### src/rtl/stcp_pkg.sv
// types, constants and the line time function of the serial time command parser
// no dependencies; imported by every module of the block
`default_nettype none

package stcp_pkg;

    localparam int CHAR_W     = 8;
    localparam int EVENT_W    = 2;
    localparam int DIGIT_W    = 4;
    localparam int TIME_W     = 16;
    localparam int CFG_IDX_W  = 8;
    localparam int NUM_LINES  = 2;
    localparam int LINE_DIGITS = 5;
    localparam int POS_W      = 3;

    // event codes
    localparam logic [EVENT_W-1:0] EV_NONE  = 2'd0;
    localparam logic [EVENT_W-1:0] EV_START = 2'd1;
    localparam logic [EVENT_W-1:0] EV_WAIT  = 2'd2;
    localparam logic [EVENT_W-1:0] EV_SHOW  = 2'd3;

    // register indexes
    localparam logic [CFG_IDX_W-1:0] REG_START   = 8'd0;
    localparam logic [CFG_IDX_W-1:0] REG_WAIT    = 8'd1;
    localparam logic [CFG_IDX_W-1:0] REG_END     = 8'd2;
    localparam logic [CFG_IDX_W-1:0] REG_NEWLINE = 8'd3;

    // reset values of the command characters
    localparam logic [CHAR_W-1:0] START_RST   = 8'd115;
    localparam logic [CHAR_W-1:0] WAIT_RST    = 8'd119;
    localparam logic [CHAR_W-1:0] END_RST     = 8'd101;
    localparam logic [CHAR_W-1:0] NEWLINE_RST = 8'd10;

    // fixed characters
    localparam logic [CHAR_W-1:0] CHAR_CR    = 8'd13;
    localparam logic [CHAR_W-1:0] CHAR_ZERO  = 8'd48;
    localparam logic [CHAR_W-1:0] CHAR_ONE   = 8'd49;
    localparam logic [CHAR_W-1:0] CHAR_TWO   = 8'd50;
    localparam logic [CHAR_W-1:0] CHAR_NINE  = 8'd57;

    localparam logic [POS_W-1:0] POS_LAST = 3'd4;

    // digit weights
    localparam logic [TIME_W-1:0] WEIGHT_0 = 16'd6000;
    localparam logic [TIME_W-1:0] WEIGHT_1 = 16'd1000;
    localparam logic [TIME_W-1:0] WEIGHT_2 = 16'd100;
    localparam logic [TIME_W-1:0] WEIGHT_3 = 16'd10;
    localparam logic [TIME_W-1:0] TIME_MAX = 16'd63999;

    typedef logic [DIGIT_W-1:0] digit_t;
    typedef digit_t [LINE_DIGITS-1:0] digit_row_t;

    typedef struct packed {
        logic [CHAR_W-1:0] start_char;
        logic [CHAR_W-1:0] wait_char;
        logic [CHAR_W-1:0] end_char;
        logic [CHAR_W-1:0] newline_char;
    } stcp_cfg_t;

    typedef struct packed {
        logic [EVENT_W-1:0] event_res;
        logic               line_index;
        logic [TIME_W-1:0]  time_value;
    } stcp_result_t;

    function automatic logic [TIME_W-1:0] line_time(input digit_row_t row);
        logic [TIME_W-1:0] sum;
        sum = TIME_W'(row[0]) * WEIGHT_0
            + TIME_W'(row[1]) * WEIGHT_1
            + TIME_W'(row[2]) * WEIGHT_2
            + TIME_W'(row[3]) * WEIGHT_3
            + TIME_W'(row[4]);
        return sum;
    endfunction

endpackage

`default_nettype wire

### src/rtl/stcp_cfg_regs.sv
// command character registers of the serial time command parser
// depends on stcp_pkg
`default_nettype none

module stcp_cfg_regs
    import stcp_pkg::*;
(
    input  wire logic                 clk,
    input  wire logic                 rst_n,
    input  wire logic                 wr_en,
    input  wire logic [CFG_IDX_W-1:0] wr_index,
    input  wire logic [CHAR_W-1:0]    wr_data,
    output stcp_cfg_t                 cfg
);

    stcp_cfg_t cfg_reg;
    stcp_cfg_t cfg_next;

    always_comb
    begin
        cfg_next = cfg_reg;
        if (wr_en)
        begin
            case (wr_index)
                REG_START:   cfg_next.start_char   = wr_data;
                REG_WAIT:    cfg_next.wait_char    = wr_data;
                REG_END:     cfg_next.end_char     = wr_data;
                REG_NEWLINE: cfg_next.newline_char = wr_data;
                default:     cfg_next = cfg_reg;
            endcase
        end
    end

    always_ff @(posedge clk or negedge rst_n)
    begin
        if (!rst_n)
        begin
            cfg_reg.start_char   <= START_RST;
            cfg_reg.wait_char    <= WAIT_RST;
            cfg_reg.end_char     <= END_RST;
            cfg_reg.newline_char <= NEWLINE_RST;
        end
        else
        begin
            cfg_reg <= cfg_next;
        end
    end

    assign cfg = cfg_reg;

endmodule

`default_nettype wire

### src/rtl/stcp_parser.sv
// parse state, stored digits and per-character decode of the time command parser
// depends on stcp_pkg
`default_nettype none

module stcp_parser
    import stcp_pkg::*;
(
    input  wire logic              clk,
    input  wire logic              rst_n,
    input  wire logic              step,
    input  wire logic [CHAR_W-1:0] rx_char,
    input  wire stcp_cfg_t         cfg,
    output stcp_result_t           res
);

    typedef enum logic [3:0] {
        PARSE_IDLE     = 4'b0001,
        PARSE_LOCKED   = 4'b0010,
        PARSE_ENTRY    = 4'b0100,
        PARSE_IDLE_END = 4'b1000
    } mode_t;

    mode_t            mode_reg;
    mode_t            mode_next;
    logic             line_reg;
    logic             line_next;
    logic [POS_W-1:0] pos_reg;
    logic [POS_W-1:0] pos_next;
    digit_row_t       digits_reg [NUM_LINES];

    logic             ready;
    logic             is_term;
    logic             is_digit;
    logic             wr_en;
    logic [POS_W-1:0] wr_pos;
    logic [EVENT_W-1:0] event_code;
    digit_row_t       row_next;

    always_comb
    begin
        ready      = (mode_reg == PARSE_IDLE);
        is_term    = (rx_char == cfg.newline_char) || (rx_char == CHAR_CR);
        is_digit   = rx_char inside {[CHAR_ZERO:CHAR_NINE]};
        wr_pos     = (pos_reg > POS_LAST) ? POS_LAST : pos_reg;
        mode_next  = mode_reg;
        line_next  = line_reg;
        pos_next   = pos_reg;
        wr_en      = 1'b0;
        event_code = EV_NONE;

        if (is_term)
        begin
            mode_next = PARSE_IDLE;
        end
        else if (ready && rx_char == cfg.start_char)
        begin
            mode_next  = PARSE_LOCKED;
            event_code = EV_START;
        end
        else if (ready && rx_char == cfg.wait_char)
        begin
            mode_next  = PARSE_LOCKED;
            event_code = EV_WAIT;
        end
        else if (ready && (rx_char == CHAR_ONE || rx_char == CHAR_TWO))
        begin
            mode_next = PARSE_ENTRY;
            line_next = ~rx_char[0];
            pos_next  = '0;
        end
        else if (mode_reg == PARSE_ENTRY && is_digit)
        begin
            wr_en    = 1'b1;
            pos_next = wr_pos + POS_W'(1);
            if (pos_next > POS_LAST)
            begin
                mode_next  = PARSE_LOCKED;
                event_code = EV_SHOW;
            end
        end
        else if (ready && rx_char == cfg.end_char)
        begin
            mode_next = PARSE_IDLE_END;
        end

        // a digit write only lands on the line already selected
        row_next = digits_reg[line_next];
        if (wr_en)
        begin
            row_next[wr_pos] = rx_char[DIGIT_W-1:0];
        end

        res.event_res  = event_code;
        res.line_index = line_next;
        res.time_value = line_time(row_next);
    end

    always_ff @(posedge clk or negedge rst_n)
    begin
        if (!rst_n)
        begin
            mode_reg <= PARSE_IDLE;
            line_reg <= 1'b0;
            pos_reg  <= '0;
            for (int i = 0; i < NUM_LINES; i++)
            begin
                digits_reg[i] <= '0;
            end
        end
        else if (step)
        begin
            mode_reg <= mode_next;
            line_reg <= line_next;
            pos_reg  <= pos_next;
            if (wr_en)
            begin
                digits_reg[line_reg] <= row_next;
            end
        end
    end

endmodule

`default_nettype wire

### src/rtl/serial_time_command_parser_unit.sv
// Serial time command parser: takes one received character per cycle and returns one
// result per character, the echo plus event, selected line and that line's time. A request
// passes an input register and then a result register, which presents the result; a new
// character is taken every cycle while the result side keeps up, the rate being set by the
// combinational decode and digit store update. Command characters are written through the
// configuration port while the block is idle: the user's duty, not enforced by the block.
// depends on stcp_pkg, stcp_cfg_regs, stcp_parser
`default_nettype none

module serial_time_command_parser_unit
    import stcp_pkg::*;
(
    input  wire logic                 clk,
    input  wire logic                 rst_n,
    input  wire logic                 in_valid,
    output logic                      in_stall,
    input  wire logic [CHAR_W-1:0]    rx_char,
    output logic                      out_valid,
    input  wire logic                 out_stall,
    output logic [CHAR_W-1:0]         echo_char,
    output logic [EVENT_W-1:0]        event_res,
    output logic                      line_index,
    output logic [TIME_W-1:0]         time_value,
    input  wire logic                 cfg_valid,
    output logic                      cfg_ready,
    input  wire logic [CFG_IDX_W-1:0] cfg_index,
    input  wire logic [CHAR_W-1:0]    cfg_data
);

    stcp_cfg_t         cfg;
    stcp_result_t      res;
    stcp_result_t      out_res_reg;
    logic              s1_valid_reg;
    logic [CHAR_W-1:0] s1_char_reg;
    logic              out_valid_reg;
    logic [CHAR_W-1:0] out_char_reg;
    logic              advance;
    logic              step;

    assign cfg_ready = 1'b1;

    stcp_cfg_regs u_cfg (
        .clk      (clk),
        .rst_n    (rst_n),
        .wr_en    (cfg_valid && cfg_ready),
        .wr_index (cfg_index),
        .wr_data  (cfg_data),
        .cfg      (cfg)
    );

    stcp_parser u_parser (
        .clk     (clk),
        .rst_n   (rst_n),
        .step    (step),
        .rx_char (s1_char_reg),
        .cfg     (cfg),
        .res     (res)
    );

    // result register frees up when empty or taken this cycle
    assign advance  = !out_valid_reg || !out_stall;
    assign step     = s1_valid_reg && advance;
    assign in_stall = s1_valid_reg && !advance;

    always_ff @(posedge clk or negedge rst_n)
    begin
        if (!rst_n)
        begin
            s1_valid_reg  <= 1'b0;
            out_valid_reg <= 1'b0;
        end
        else
        begin
            if (advance)
            begin
                out_valid_reg <= s1_valid_reg;
            end
            if (!in_stall)
            begin
                s1_valid_reg <= in_valid;
            end
        end
    end

    always_ff @(posedge clk)
    begin
        if (in_valid && !in_stall)
        begin
            s1_char_reg <= rx_char;
        end
        if (step)
        begin
            out_char_reg <= s1_char_reg;
            out_res_reg  <= res;
        end
    end

    assign out_valid  = out_valid_reg;
    assign echo_char  = out_char_reg;
    assign event_res  = out_res_reg.event_res;
    assign line_index = out_res_reg.line_index;
    assign time_value = out_res_reg.time_value;

    a_time_range: assert property (@(posedge clk) disable iff (!rst_n)
        out_valid |-> time_value <= TIME_MAX)
        else $error("time value out of range");

    a_show_digit: assert property (@(posedge clk) disable iff (!rst_n)
        out_valid && event_res == EV_SHOW |-> echo_char >= CHAR_ZERO && echo_char <= CHAR_NINE)
        else $error("show event on a non-digit");

    a_start_char: assert property (@(posedge clk) disable iff (!rst_n)
        out_valid && event_res == EV_START |-> echo_char == cfg.start_char)
        else $error("start event on the wrong character");

    a_wait_char: assert property (@(posedge clk) disable iff (!rst_n)
        out_valid && event_res == EV_WAIT |-> echo_char == cfg.wait_char)
        else $error("wait event on the wrong character");

    a_stall_full: assert property (@(posedge clk) disable iff (!rst_n)
        in_stall |-> s1_valid_reg && out_valid_reg)
        else $error("input stalled with room in the pipeline");

endmodule

`default_nettype wire
### config.mk
export PLATFORM = sky130hd
export DESIGN_NAME = serial_time_command_parser_unit
export DESIGN_NICKNAME = d
export VERILOG_FILES = /design/src/rtl/stcp_pkg.sv /design/src/rtl/stcp_cfg_regs.sv /design/src/rtl/stcp_parser.sv /design/src/rtl/serial_time_command_parser_unit.sv
export SDC_FILE = /design/constraint.sdc
export NUM_CORES = 1
export LEC_CHECK = 0
export ABC_AREA = 0
export BUFFER_PORTS_ARGS = -buffer_cell sky130_fd_sc_hd__buf_2
export CAP_MARGIN = 40
export CORE_UTILIZATION = 45
export DETAILED_ROUTE_END_ITERATION = 8
export SKIP_CTS_REPAIR_TIMING = 1
export SYNTH_ARGS = -nofsm -noshare
export SYNTH_HDL_FRONTEND = slang
export SYNTH_SLANG_ARGS = --single-unit
### constraint.sdc
create_clock -name clk -period 12.6 [get_ports clk]
set_input_delay 3.78 -clock clk [delete_from_list [all_inputs] [get_ports clk]]
set_output_delay 3.78 -clock clk [all_outputs]
set_load 0.005 [all_outputs]
==> flow_summary.json <==
{
  "final_hold_viol_count": 0,
  "min-delay-start": "u_parser.digits_reg[33]",
  "yosys_warnings": 0,
  "ys_ff_latch": 117,
  "rsz0062_at_grt": "false",
  "avgViaCountPerCell": 5.33,
  "starting_utilization_of_the_core_area_pct": 45.9,
  "layout_commonest_cell": "sky130_fd_sc_hd__inv_1",
  "die-area_sq_um": 18100,
  "number_of_design_rule_violations_left_by_the_first_detailed_router_iteration": 194,
  "count_of_filler_cells_inserted_in_the_layout": 1494,
  "largest_net_degree_at_the_start_of_global_routing": 55,
  "syn_nets": 827,
  "post_detailed_routing_wire_length_um": 16500,
  "place.detailed.instances": 961,
  "worst_setup_path_start_kind": "flop",
  "report.power.total_w": 0.000969,
  "post-route-period-util_pct": 63.4,
  "power_density_nw_per_um2": 108,
  "met3_length_um": 609,
  "final_cells": 993,
  "fraction_of_layout_cells_with_a_size_suffix_above_1_pct": 24.5,
  "diodes": 0,
  "cts_tree": "yes",
  "status": "finished clean",
  "area_growth_syn_to_layout_pct": 13.7,
  "m1_wire_length_um": 7240,
  "grt_pass1_vias": 5501,
  "ys_top_cells_by_area": "sky130_fd_sc_hd__dfrtp_1 (20%), sky130_fd_sc_hd__edfxtp_1 (13%), sky130_fd_sc_hd__ha_1 (11%)",
  "startpoint_of_the_most_critical_register_to_register_path": "s1_char_reg[0]",
  "detail-route-antenna-nets": 0,
  "dr_total_vias": 5297,
  "yosysSeqAreaShare_pct": 39.5,
  "rows": 48,
  "detail_route.first_pass.iterations": 5,
  "chipHeight_um": 135,
  "numCtsBuffers": 17,
  "top_layer_used": "met4",
  "grt_remaining_overflow": 0,
  "clock_latency_of_the_later_clocked_register_in_the_worst_skew_pair_ps": 420,
  "synthCells": 699,
  "cts.sinks": 117,
  "gp_routability_congestion": 0.817,
  "critPathArrivalTime_ps": 8160,
  "critPathCaptureType": "flop",
  "maxClockFrequency_mhz": 125,
  "synth_top_flop_cell": "sky130_fd_sc_hd__dfrtp_1",
  "largest_register_ffs": 40,
  "route.detailed.wl_per_inst_um": 16.6,
  "setup-violations-final": 0,
  "global_route.usage.total_pct": 20.1,
  "cp_launch_point": "s1_char_reg[0]",
  "drc_errors": 0,
  "placement.setup.worst_slack_ps": 4580,
  "multi_input_comb_area_sq_um": 4380,
  "dp_hpwl_um": 12500,
  "portBuffers": 57,
  "drv.max_cap_violation_count": 0,
  "period_minus_slack_ps": 7990,
  "fin_skew_ps": 7.56,
  "grt_antenna_before_repair": 0,
  "root_buffer": "sky130_fd_sc_hd__clkbuf_16",
  "commonest_cells_after_routing_fill_and_taps_aside": "sky130_fd_sc_hd__inv_1 (72), sky130_fd_sc_hd__ha_1 (70), sky130_fd_sc_hd__dfrtp_1 (64), sky130_fd_sc_hd__buf_2 (56), sky130_fd_sc_hd__nand2_1 (55)",
  "finish.net_count": 883,
  "worstHoldPathType": "flop to flop",
  "worst_setup_path_endpoint": "time_value[15]",
  "timing.final.ws_setup_ps": 4610,
  "synth_top_cell_by_area": "sky130_fd_sc_hd__dfrtp_1",
  "grt_first_pass_wirelength_um": 27800,
  "io_pins": 59,
  "yosys.area.top_type_share_pct": 20.2,
  "route.met2.wl_um": 8260,
  "mappedNetlistArea_sq_um": 7910,
  "fp.coreArea_sq_um": 17200,
  "worst_slew_pin_slew_ps": 794,
  "worst_endpoint_required_time_ps": 12770,
  "worst_ir_drop_vdd_uv": 94.2,
  "path_clk_slew_ps": 60,
  "unique_cell_type_count_in_the_yosys_netlist": 70,
  "worst-r2r-cell-count": 25,
  "classification_of_the_worst_setup_path": "flop to flop",
  "rrSetupSlack_ps": 4610,
  "clock_tree.buffer_depth": 2,
  "r2r_end": "time_value[15]",
  "syn-mean-instance-area_sq_um": 11.3,
  "fin_hold_ws_ps": 475,
  "area.sequential_sq_um": 3130,
  "worst_slew_margin_rel_pct": 46.8,
  "totalNegativeSetupSlack_ps": 0,
  "total_leakage_power_nw": 4.60,
  "cts_htree_levels": 4,
  "fraction_of_registers_with_async_set_or_reset_after_synthesis_pct": 70.1,
  "critical_path.max_fanout": 20,
  "synth_enable_flop_cells": 35,
  "dieWidth_um": 135,
  "timing.final.max_slew_violations": 0
}
-- synthesized netlist by cell type (4+ instances only) --
cell type                   n
sky130_fd_sc_hd__xnor2_1   38
sky130_fd_sc_hd__nor3_1     4
sky130_fd_sc_hd__mux2_2    44
sky130_fd_sc_hd__clkbuf_1   6
sky130_fd_sc_hd__dfstp_2   18
sky130_fd_sc_hd__buf_2     10
sky130_fd_sc_hd__xor2_1    20
sky130_fd_sc_hd__mux2i_4    8
sky130_fd_sc_hd__o21ai_0   47
sky130_fd_sc_hd__nand2_1   55
sky130_fd_sc_hd__a21o_1    10
sky130_fd_sc_hd__nor2_1    24
sky130_fd_sc_hd__a21oi_1   14
sky130_fd_sc_hd__buf_4      4
sky130_fd_sc_hd__ha_1      70
sky130_fd_sc_hd__dfrtp_1   64
sky130_fd_sc_hd__nand4_1    6
sky130_fd_sc_hd__fa_1      29
sky130_fd_sc_hd__nor2b_1    5
sky130_fd_sc_hd__nand2b_1   8
sky130_fd_sc_hd__mux2i_1   11
sky130_fd_sc_hd__nand3_1   11
sky130_fd_sc_hd__inv_1     72
sky130_fd_sc_hd__mux2_4     9
sky130_fd_sc_hd__o21bai_1   5
sky130_fd_sc_hd__nor4_1     7
sky130_fd_sc_hd__edfxtp_1  35
-- worst max-delay path: stages (launching register included) --
cell and delay (ps):
sky130_fd_sc_hd__edfxtp_1 840, sky130_fd_sc_hd__xor2_1 240, sky130_fd_sc_hd__and4_1 320, sky130_fd_sc_hd__o211ai_1 170
sky130_fd_sc_hd__nor3_2 320, sky130_fd_sc_hd__mux2i_2 250, sky130_fd_sc_hd__buf_4 340, sky130_fd_sc_hd__mux2_4 350
sky130_fd_sc_hd__mux2i_4 240, sky130_fd_sc_hd__inv_1 150, sky130_fd_sc_hd__ha_1 310, sky130_fd_sc_hd__fa_1 520
sky130_fd_sc_hd__fa_1 550, sky130_fd_sc_hd__inv_1 50, sky130_fd_sc_hd__fa_1 460, sky130_fd_sc_hd__fa_1 550
sky130_fd_sc_hd__inv_1 40, sky130_fd_sc_hd__ha_1 310, sky130_fd_sc_hd__o21a_1 110, sky130_fd_sc_hd__o31a_1 120
sky130_fd_sc_hd__o41ai_1 440, sky130_fd_sc_hd__o21ai_0 220, sky130_fd_sc_hd__o21ai_0 180, sky130_fd_sc_hd__nand2b_1 80
sky130_fd_sc_hd__a21oi_1 150, sky130_fd_sc_hd__xnor3_1 390
-- power by group --
part | internal [W] | switching, W | total (W)
registers | 0.000410 | 0.0000142 | 0.000424
clock network | 0.000313 | 0.000182 | 0.000495
logic | 0.0000228 | 0.0000269 | 0.0000497
total | 0.000745 | 0.000224 | 0.000969
-- logic make-up (layout without fill, tap and decap cells) --
kind of cell / count (synthesis) / after routing / synth area share [%]
other: 1 / 1 / 0.0474
xor gates and xnor gates: 59 / 59 / 6.70
buffers and inverters: 96 / 165 / 5.20
adders and majority gates: 99 / 99 / 18.4
muxes: 73 / 73 / 11.8
AOI/OAI and AO/OA: 107 / 107 / 8.54
and+or+nand+nor: 147 / 147 / 9.80
DFF: 117 / 117 / 39.5
-- how the worst min path moves through the flow --
stage	end	slack, ps	depth (start not counted)
finish	u_parser.digits_reg[33]	470	2
floorplan	echo_char[4]	420	0
detailed placement	u_parser.digits_reg[28]	460	2
CTS	u_parser.digits_reg[28]	480	2
global placement	u_parser.digits_reg[31]	460	2
global route	u_parser.digits_reg[14]	490	2
-- area by class of cell --
type | instances | share of cell area (%)
Timing Repair Buffer | 61 | 3.75
Clock buffer | 18 | 4.77
Tap cell | 225 | 3.13
Sequential cell | 117 | 34.7
Multi-Input combinational cell | 486 | 48.7
Clock inverter | 14 | 1.96
Inverter | 72 | 3.00
-- metal layers --
| metal | global-route usage [%] | vias up |
|---|---|---|
| li1 | - | 2543 |
| met1 | 25.2 | 2620 |
| met2 | 34.1 | 113 |
| met3 | 4.35 | 21 |
| met4 | 7.80 | 0 |
| met5 | 0 | - |
-- through the flow --
| step | util, % | cell area [sq um] |
|---|---|---|
| after floorplan | - | 7910 |
| after global placement | 48.5 | 8370 |
| after detailed placement | 48.7 | 8400 |
| after CTS | 52.2 | 9000 |
| after global routing | 52.2 | 9000 |
| final | 52.2 | 9000 |
No activity file was read; power rests on OpenSTA's default activity.
